$ cat config.mk
export PLATFORM = sky130hd
export DESIGN_NAME = ccrn_norm
export DESIGN_NICKNAME = d
export VERILOG_FILES = /design/src/rtl/ccrn_pkg.sv /design/src/rtl/ccrn_norm.sv
export SDC_FILE = /design/constraint.sdc
export NUM_CORES = 2
export LEC_CHECK = 0
export ABC_AREA = 0
export BUFFER_PORTS_ARGS = -buffer_cell sky130_fd_sc_hd__buf_4
export CAP_MARGIN = 30
export CORE_UTILIZATION = 40
export DETAILED_ROUTE_END_ITERATION = 8
export GPL_TIMING_DRIVEN = 1
export PLACE_DENSITY_LB_ADDON = 0.3
export SLEW_MARGIN = 20
export SYNTH_ARGS = -nofsm -noshare
export SYNTH_HDL_FRONTEND = slang
export SYNTH_SLANG_ARGS = --single-unit
$ cat constraint.sdc
create_clock -name clk -period 23.6 [get_ports clk]
set_input_delay 1.18 -clock clk [delete_from_list [all_inputs] [get_ports clk]]
set_output_delay 1.18 -clock clk [all_outputs]
set_load 0.02 [all_outputs]
$ cat src/rtl/ccrn_pkg.sv
// Shared types, constants and the exp2 root table for the response normalizer.
`default_nettype none

package ccrn_pkg;

  localparam int SAMPLE_W   = 16;
  localparam int WIN_DEPTH  = 15;
  localparam int ROOT_STEPS = 16;
  localparam logic [12:0] COUNT_CAP = 13'd8191;

  // Configuration register indexes.
  localparam logic [1:0] REG_HALF_WINDOW = 2'd0;
  localparam logic [1:0] REG_ALPHA       = 2'd1;
  localparam logic [1:0] REG_BIAS        = 2'd2;
  localparam logic [1:0] REG_BETA        = 2'd3;

  typedef enum logic [2:0] {
    T_IDLE,
    T_SUM,
    T_START,
    T_WAIT,
    T_EMIT
  } top_state_t;

  typedef enum logic [3:0] {
    N_IDLE,
    N_MUL_HI,
    N_MUL_LO,
    N_BASE,
    N_NORM,
    N_MANT,
    N_LOG,
    N_BETA,
    N_EXP,
    N_GAIN,
    N_MAG,
    N_SHIFT,
    N_SAT,
    N_DONE
  } nrm_state_t;

  typedef struct packed {
    logic busy;
    logic done;
  } nrm_stat_t;

  typedef logic [ROOT_STEPS:0][31:0] root_tab_t;

  // Q2.30 roots 2^(2^-i); each entry is the floor square root of the one before.
  function automatic root_tab_t build_roots();
    root_tab_t   t;
    logic [63:0] v;
    logic [63:0] r;
    logic [63:0] trial;
    t    = '0;
    t[0] = 32'h8000_0000;
    for (int i = 1; i <= ROOT_STEPS; i++) begin
      v = {32'd0, t[i-1]} << 30;
      r = '0;
      for (int k = 31; k >= 0; k--) begin
        trial = r | (64'd1 << k);
        if (trial * trial <= v) r = trial;
      end
      t[i] = r[31:0];
    end
    return t;
  endfunction

  localparam root_tab_t ROOT_TAB = build_roots();

endpackage

`default_nettype wire

$ cat src/rtl/ccrn_norm.sv
// Iterative normalizer: x * (bias + alpha*S)^(-beta) through one shared multiplier.
`default_nettype none

module ccrn_norm (
  input  wire logic                 clk,
  input  wire logic                 rst_n,
  input  wire logic                 start,
  input  wire logic signed [15:0]   x,
  input  wire logic [34:0]          sum,
  input  wire logic [31:0]          alpha_scaled,
  input  wire logic [31:0]          bias_q,
  input  wire logic [15:0]          beta_q,
  output ccrn_pkg::nrm_stat_t       stat,
  output logic signed [15:0]        result
);

  ccrn_pkg::nrm_state_t st_r, st_nxt;

  logic [3:0]          cnt_r;
  logic [51:0]         acc_r;
  logic [63:0]         b_r;
  logic [5:0]          e_r;
  logic [30:0]         m_r;
  logic [15:0]         frac_r;
  logic [39:0]         pb_r;
  logic                lgneg_r;
  logic signed [13:0]  ip_r;
  logic [15:0]         fp_r;
  logic [31:0]         gain_r;
  logic [47:0]         mag_r;
  logic [16:0]         sat_r;
  logic signed [15:0]  res_r;
  logic                neg_r;
  logic signed [15:0]  x_r;
  logic [34:0]         sum_r;

  logic [31:0] mul_a, mul_b;
  logic [63:0] mul_p;
  assign mul_p = 64'(mul_a) * 64'(mul_b);

  logic [5:0]          sh;
  logic [63:0]         top_bits;
  logic [33:0]         sq;
  logic signed [22:0]  lg;
  logic [22:0]         lg_abs;
  logic signed [29:0]  e16;
  logic [15:0]         x_abs;
  logic signed [14:0]  s_amt;
  logic [14:0]         r_amt;
  logic [63:0]         rnd;
  logic [16:0]         shifted;
  logic [52:0]         base;

  assign sh       = 6'd32 >> cnt_r[2:0];
  assign top_bits = b_r >> (7'd64 - {1'b0, sh});
  assign sq       = mul_p[63:30];
  assign lg       = {($signed({1'b0, e_r}) - 7'sd24), frac_r};
  assign lg_abs   = lg[22] ? 23'(-lg) : 23'(lg);
  assign x_abs    = x_r[15] ? 16'(-x_r) : 16'(x_r);
  assign base     = 53'(bias_q) + 53'(acc_r);

  always_comb begin
    if (lgneg_r) e16 = $signed({2'b0, pb_r[39:12]});
    else         e16 = -$signed({2'b0, 28'((pb_r + 40'd4095) >> 12)});
  end

  // Final scaling by 2^(ip-30), clamped to 32768 so saturation stays exact.
  always_comb begin
    s_amt   = 15'(ip_r) - 15'sd30;
    r_amt   = 15'(-s_amt);
    rnd     = '0;
    shifted = '0;
    if (mag_r == '0) begin
      shifted = '0;
    end else if (!s_amt[14]) begin
      if (s_amt >= 15'sd16) shifted = 17'd32768;
      else if (mag_r > (48'd32768 >> s_amt[3:0])) shifted = 17'd32768;
      else shifted = 17'(mag_r << s_amt[3:0]);
    end else if (r_amt >= 15'd63) begin
      shifted = '0;
    end else begin
      rnd = ({16'd0, mag_r} + (64'd1 << (r_amt[5:0] - 6'd1))) >> r_amt[5:0];
      shifted = (rnd > 64'd32768) ? 17'd32768 : rnd[16:0];
    end
  end

  // Next state.
  always_comb begin
    st_nxt = st_r;
    unique case (st_r)
      ccrn_pkg::N_IDLE:   if (start) st_nxt = ccrn_pkg::N_MUL_HI;
      ccrn_pkg::N_MUL_HI: st_nxt = ccrn_pkg::N_MUL_LO;
      ccrn_pkg::N_MUL_LO: st_nxt = ccrn_pkg::N_BASE;
      ccrn_pkg::N_BASE:   st_nxt = ccrn_pkg::N_NORM;
      ccrn_pkg::N_NORM:   if (cnt_r == 4'd5) st_nxt = ccrn_pkg::N_MANT;
      ccrn_pkg::N_MANT:   st_nxt = ccrn_pkg::N_LOG;
      ccrn_pkg::N_LOG:    if (cnt_r == 4'd15) st_nxt = ccrn_pkg::N_BETA;
      ccrn_pkg::N_BETA:   st_nxt = ccrn_pkg::N_EXP;
      ccrn_pkg::N_EXP:    st_nxt = ccrn_pkg::N_GAIN;
      ccrn_pkg::N_GAIN:   if (cnt_r == 4'd15) st_nxt = ccrn_pkg::N_MAG;
      ccrn_pkg::N_MAG:    st_nxt = ccrn_pkg::N_SHIFT;
      ccrn_pkg::N_SHIFT:  st_nxt = ccrn_pkg::N_SAT;
      ccrn_pkg::N_SAT:    st_nxt = ccrn_pkg::N_DONE;
      ccrn_pkg::N_DONE:   st_nxt = ccrn_pkg::N_IDLE;
      default:            st_nxt = ccrn_pkg::N_IDLE;
    endcase
  end

  // Multiplier operands and status.
  always_comb begin
    mul_a     = '0;
    mul_b     = '0;
    stat.busy = (st_r != ccrn_pkg::N_IDLE);
    stat.done = (st_r == ccrn_pkg::N_DONE);
    unique case (st_r)
      ccrn_pkg::N_MUL_HI: begin mul_a = alpha_scaled; mul_b = 32'(sum_r[34:16]); end
      ccrn_pkg::N_MUL_LO: begin mul_a = alpha_scaled; mul_b = 32'(sum_r[15:0]);  end
      ccrn_pkg::N_LOG:    begin mul_a = 32'(m_r);     mul_b = 32'(m_r);          end
      ccrn_pkg::N_BETA:   begin mul_a = 32'(beta_q);  mul_b = 32'(lg_abs);       end
      ccrn_pkg::N_GAIN: begin
        mul_a = gain_r;
        mul_b = ccrn_pkg::ROOT_TAB[5'(cnt_r) + 5'd1];
      end
      ccrn_pkg::N_MAG:    begin mul_a = 32'(x_abs);   mul_b = gain_r;            end
      default: ;
    endcase
  end

  always_ff @(posedge clk) begin
    if (!rst_n) st_r <= ccrn_pkg::N_IDLE;
    else        st_r <= st_nxt;
  end

  always_ff @(posedge clk) begin
    case (st_r)
      ccrn_pkg::N_IDLE: begin
        x_r   <= x;
        sum_r <= sum;
        neg_r <= x[15];
      end
      ccrn_pkg::N_MUL_HI: acc_r <= mul_p[51:0];
      ccrn_pkg::N_MUL_LO: acc_r <= acc_r + 52'(mul_p[63:16]);
      ccrn_pkg::N_BASE: begin
        b_r   <= (base == '0) ? 64'd1 : 64'(base);
        e_r   <= 6'd63;
        cnt_r <= '0;
      end
      ccrn_pkg::N_NORM: begin
        if (top_bits == '0) begin
          b_r <= b_r << sh;
          e_r <= e_r - sh;
        end
        cnt_r <= cnt_r + 4'd1;
      end
      ccrn_pkg::N_MANT: begin
        m_r    <= b_r[63:33];
        frac_r <= '0;
        cnt_r  <= '0;
      end
      ccrn_pkg::N_LOG: begin
        if (sq[31]) begin
          m_r    <= sq[31:1];
          frac_r <= {frac_r[14:0], 1'b1};
        end else begin
          m_r    <= sq[30:0];
          frac_r <= {frac_r[14:0], 1'b0};
        end
        cnt_r <= cnt_r + 4'd1;
      end
      ccrn_pkg::N_BETA: begin
        pb_r    <= mul_p[39:0];
        lgneg_r <= lg[22];
      end
      ccrn_pkg::N_EXP: begin
        ip_r   <= 14'(e16 >>> 16);
        fp_r   <= e16[15:0];
        gain_r <= 32'h4000_0000;
        cnt_r  <= '0;
      end
      ccrn_pkg::N_GAIN: begin
        if (fp_r[4'd15 - cnt_r]) gain_r <= mul_p[61:30];
        cnt_r <= cnt_r + 4'd1;
      end
      ccrn_pkg::N_MAG:   mag_r <= mul_p[47:0];
      ccrn_pkg::N_SHIFT: sat_r <= shifted;
      ccrn_pkg::N_SAT: begin
        if (neg_r) res_r <= 16'(-$signed({1'b0, sat_r}));
        else       res_r <= (sat_r == 17'd32768) ? 16'sd32767 : $signed(sat_r[15:0]);
      end
      default: ;
    endcase
  end

  assign result = res_r;

endmodule

`default_nettype wire
# Word-level counts from Yosys, hierarchy flattened
# Memories as Yosys holds them, arrays and structs flattened.
# Cells that the tools add are included.
[classes]
reduce_logical = 16
muxes = 33
magnitude_cmp = 6
addsub = 17
multipliers = 1
eq_ne = 22
n_shift = 7
[ops]
columns = ["operator", "count"]
rows = [
  ["$pmux 32 s6", 1],
  ["$pmux 32 s5", 1],
  ["$pmux 64 s2", 1],
  ["$pmux 52 s2", 1],
  ["$mux 17", 5],
  ["$add 48x64->64", 1],
  ["$gt 64x16->1 const B", 1],
  ["$logic_not 64->1", 1],
  ["$mul 32x32->64", 1],
  ["$mux 32", 2],
  ["$mux 64", 1],
  ["$pmux 32 s2", 1],
  ["$shl 1x6->64 const A", 1],
  ["$shl 64x6->64", 1],
  ["$shr 64x6->64", 1],
  ["$shr 64x7->64", 1],
  ["$pmux 31 s2", 1],
  ["$add 32x52->53", 1],
  ["$logic_not 53->1", 1],
  ["$mux 53", 1],
  ["$add 52x48->52", 1],
  ["$pmux 4 s13", 1],
  ["$gt 48x48->1", 1],
  ["$logic_not 48->1", 1],
  ["other kinds (43)", 73],
]
[word_totals]
romBits = 1024
wordCells = 122
ff_bits = 413
memories = 1
inputBits = 134
[memory_table]
columns = ["name", "depth", "word_bits", "rd", "rd_ports_with_merged_regs", "write_ports", "line_no", "text"]
rows = [
  ["(no name shown)", 32, 32, 1, 0, 0, "ccrn_norm.sv:122", "mul_b = ccrn_pkg::ROOT_TAB[5'(cnt_r) + 5'd1];"],
]

# Longest topological paths before layout
[depth]
ltp_word = 10
mapped_depth = 55

# Worst setup path before layout
# OpenSTA, ideal clock, no wires.
[synth_path]
path_type = "register -> register"
from = "register st_r[1]"
to = "register acc_r[49] (data pin)"
path_slack_ps = 10358
path_stages_with_launch = 50
setup_time_ps = 270
path_buffers = 4
period_less_slack_ps = 13242
arrival_ps = 12972
path_cell_list = "dfxtp_1 nor2b_1 clkbuf_1 nand2_1 nand2b_1 clkbuf_1 buf_1 nand2_1 o211ai_1 clkbuf_1 nand2_1 fa_1 inv_1 fa_1 inv_1 fa_1 fa_1 inv_1 [14 not listed] a21oi_1 a21oi_1 a31oi_1 xnor2_1 ha_1 nor2b_1 o21ai_0 nand2b_1 a21o_1 a21o_1 a21o_1 a2111o_1 o21ai_0 o21ai_0 or4_1 nand3_1 xor2_1 a21oi_1"
[synth_between]
elab_chain_cells = 6
[synth_rtl]
columns = ["item", "line_no", "text"]
rows = [
  ["start: declaration", "ccrn_norm.sv:17", "ccrn_pkg::nrm_state_t st_r, st_nxt;"],
  ["start signal: assignment", "ccrn_norm.sv:130", "if (!rst_n) st_r <= ccrn_pkg::N_IDLE;"],
  ["start signal: assignment", "ccrn_norm.sv:131", "else st_r <= st_nxt;"],
  ["$eq 4x2->1 / $eq 4x1->1 (equally long branches)", "ccrn_norm.sv:115", "unique case (st_r)"],
  ["$reduce_or 2->1 (no source line)", "n/a", ""],
  ["$pmux 32 s5", "ccrn_norm.sv:115", ""],
  ["$mul 32x32->64 (*)", "ccrn_norm.sv:39", "assign mul_p = 64'(mul_a) * 64'(mul_b);"],
  ["net mul_p[51]", "ccrn_norm.sv:38", "logic [63:0] mul_p;"],
  ["$add 52x48->52 (*)", "ccrn_norm.sv:142", "ccrn_pkg::N_MUL_LO: acc_r <= acc_r + 52'(mul_p[63:16]);"],
  ["$pmux 52 s2 (*)", "ccrn_norm.sv:135", "case (st_r)"],
  ["end signal: assignment", "ccrn_norm.sv:141", "ccrn_pkg::N_MUL_HI: acc_r <= mul_p[51:0];"],
  ["end signal: assignment", "ccrn_norm.sv:142", ""],
  ["end: declaration", "ccrn_norm.sv:20", "logic [51:0] acc_r;"],
]
# The timed path passes the listed nets; every way through them passes the cells marked *.
# A chain may end at the register's enable or synchronous reset.

# Worst setup path in the final report
[layout_path]
from = "register cnt_r[1]"
to = "register acc_r[49] (data pin)"
[layout_between]
elab_chain_cells = 7
[layout_rtl]
columns = ["item", "line_no", "text"]
rows = [
  ["start: declaration", "ccrn_norm.sv:19", "logic [3:0] cnt_r;"],
  ["start signal: assignment", "ccrn_norm.sv:153", "cnt_r <= cnt_r + 4'd1;"],
  ["start signal: assignment", "ccrn_norm.sv:168", "cnt_r <= cnt_r + 4'd1;"],
  ["start signal: assignment", "ccrn_norm.sv:182", "cnt_r <= cnt_r + 4'd1;"],
  ["$add 4x1->5", "ccrn_norm.sv:122", ""],
  ["$mem_v2 32x32", "n/a", ""],
  ["$mux 32 (not written as such)", "ccrn_norm.sv:122", ""],
  ["$pmux 32 s6", "ccrn_norm.sv:115", ""],
  ["$mul 32x32->64", "ccrn_norm.sv:39", ""],
  ["net mul_p[26]", "ccrn_norm.sv:38", ""],
  ["$add 52x48->52", "ccrn_norm.sv:142", ""],
  ["$pmux 52 s2", "ccrn_norm.sv:135", ""],
]
# The timed path passes the listed nets, and every way through them passes these cells. The select of a mux whose other input is x is not followed.

==> flow_summary.toml <==
[logic_synthesis]
synth_common_cells = "inv_1 (1,090), nand2_1 (1,075), nor2_1 (905)"
yosysTopAreaCell = "fa_1"
yosysUniqueCellTypes = 104
synth.top_cell.area_share = 0.2508
synth.net_count = 9866
synth_mux_area_frac = 0.06088
synth.most_common_cell = "inv_1"
synth-xor-area-share = 0.03352
synth_cells = 8393
ys_ff_latch = 412
synthFlopType = "edfxtp_1"
async_flop_share = 0
avgSynthCellArea_um2 = 8.560
synth_fa_ha_area_frac = 0.3272
synth_compound_area_frac = 0.1458
netlist_area_um2 = 71850
yosys.area_share.simple = 0.1788
synth_seq_area_share = 0.1716
ys_top_cells_by_area = "fa_1 (25%), edfxtp_1 (17%), ha_1 (7.6%)"
yosys_warnings = 0
synth_top_family_by_area = "adder cells"
synth-edff-count = 408

[global_routing]
grt_pass1_wl_um = 419000
grt_max_degree = 92
grt_overflow = 0
grt_pass1_vias = 64526
antenna_found_initial = 6
grt_usage = 0.3093

[power]
p_per_area_nw_per_um2 = 58.62
sequentialPowerShare = 0.231
vdd.ir_drop.worst_mv = 0.06990
internal-power_mw = 2.379
combPwrFrac = 0.572
sw_frac_of_total = 0.4802
switchingPower_mw = 2.198
clkPwrFrac = 0.197
leakagePower_nw = 34.79

[timing]
post-route-period-util = 0.6489
drv_slew = 0
max_freq_mhz = 65.30
relSlewSlack = 0.1272
final_hold_viol_count = 0
fin_skew_ns = 0.05935
fin_tns_setup_ns = 0
rsz0062_at_grt = "false"
tightest_slew_ns = 1.306
layout_min_cycle_time_ns = 15.31
setup_viol = 0

[flow_run]
max_cap_violations = 0

[setup_path]
worst-path-max-fanout = 32
worst-path-buf-inv = 11
reg2reg_slack_ns = 8.29
critPathLaunchType = "register"
crit_family = "compound AO/OA/AOI/OAI gates"
regToRegStartpoint = "cnt_r[1]"
max_stage_delay_ns = 0.87
worstSetupPathType = "register to register"
end_kind = "register"
crit_path_start = "cnt_r[1]"
cp_common_cell = "inv_1"
r2r_cells = 53
critPathArrivalTime_ns = 15.77
slowest_stage = "edfxtp_1"
required_ns = 24.05
r2r-end = "acc_r[49]"

[min_path]
holdPathStages = 2
hold_class = "register to register"
hp-start = "sat_r[0]"
holdPathEnd = "result[0]"

[clock_network]
post_cts_resized = 0
cts_tree = "yes"
clk_pin_slew_ns = 0.06
insertion_delay_ns = 0.73
holdBufCountCts = 0
htreeDepth = 2
cts_setup_buffers = 0
cts_buffers = 53
cts_sinks = 412
clockBufferDepth = 3
root_buffer = "clkbuf_16"

[place]
dpl.cell_count = 10642
place.gp.congestion = 1.000
io_buffer_count = 151
hpwlAfterDp_um = 226200

[floorplan]
die_y_um = 425.8
fp.dieW_um = 425.8
rows = 155
io_pins = 152
dieArea_um2 = 181300
initial_utilization = 0.4027
core-area_um2 = 178400

[drt]
vias_per_cell = 6.036
first_pass_iters = 8
wl_um = 283300
drtAntennaViolNets = 0
drt_iter0_drc = 7137
via_count = 64891
drc_errors = 0
wl_per_cell_um = 26.35

[cells_and_area]
finalNetCount = 9823
area_growth_pct = 8.669
drive_gt1_frac = 0.07814
final_cells = 10751
num-fill-cells = 17575

[run_status]
status = "completed"
## worst min-delay path, delay by kind of cell (launching register included)
kind | cells | cell delay [ns]
buffers and inverters | 1 | 0.08
and+or+nand+nor | 1 | 0.05
DFF | 1 | 0.37
## power groups by stage
stage,clock (mW),combinational (mW),sequential (mW)
3_3_place_gp,0,2.53,1.07
3_5_place_dp,0,2.56,1.07
2_1_floorplan,0,1.62,1.00
4_1_cts,0.912,2.58,1.05
5_1_grt,0.936,2.83,1.06
6_report,0.902,2.62,1.06
## cell usage in the layout (no fill, tap or decap), types with 160 or more instances in the layout
cell      synthesis  layout
a21oi_1         365     359
buf_4             0     357
edfxtp_1        408     408
fa_1            900     900
ha_1            439     437
inv_1          1090    1086
mux2i_1         302     302
nand2_1        1075    1072
nor2_1          905     899
nor3_1          168     160
o21ai_0         278     274
## layer usage
metal  global-route usage  vias up  part of all wire  wire [µm]
met1               0.3992    32469              0.39     110200
met4               0.1665        0             0.064      18030
met3              0.05225      726             0.090      25390
met2               0.4944     3367              0.46     129700
met5                    0        -                 0          0
li1                     -    28329                 -          -
## logic make-up after synthesis
family | after synthesis
xor gates and xnor gates | 275
AOI/OAI and AO/OA | 1547
adders and majority gates | 1339
buffers and inverters | 1563
and+or+nand+nor | 2880
DFF | 412
muxes | 376
other | 1
## how the worst max path moves through the flow
stage / end / cells past startpoint / slack, ns
after detailed placement: acc_r[49] / 52 / 8.54
after global routing: acc_r[51] / 53 / 7.56
after global placement: acc_r[51] / 48 / 8.55
after floorplan: acc_r[49] / 49 / 10.36
final: acc_r[49] / 53 / 8.29
after CTS: acc_r[49] / 52 / 8.52
## per-stage QoR
stage | instance area, µm² | util | hold slack (ns) | power [mW] | setup WS, ns
finish | 78070 | 0.4376 | 0.6060 | 4.577 | 8.286
global route | 78070 | 0.4376 | 0.6171 | 4.821 | 7.559
CTS | 77980 | 0.4371 | 0.5866 | 4.544 | 8.515
detailed placement | 76100 | 0.4265 | 0.5929 | 3.627 | 8.538
global placement | 76040 | 0.4262 | 0.5977 | 3.596 | 8.555
floorplan | 71850 | - | 0.5343 | 2.622 | 10.36
## flip-flops by register name (all words and copies together) (netlist names), 17 cells and up
| signal | count |
|---|---|
| acc_r | 52 |
| b_r | 64 |
| gain_r | 32 |
| m_r | 31 |
| mag_r | 48 |
| pb_r | 40 |
| sat_r | 17 |
| sum_r | 35 |
## layout make-up
cell class	instances	area, µm²	area share
Tap cell	2355	2947	0.03774
Inverter	1097	4120	0.05277
Timing Repair Buffer	368	2804	0.03591
Multi-Input combinational cell	6418	53990	0.6915
Antenna cell	1	2.502	0.00003205
Sequential cell	412	12330	0.1580
Clock buffer	60	1353	0.01732
Clock inverter	40	530.5	0.006795
Note: power is estimated with default switching activity, not from simulation.
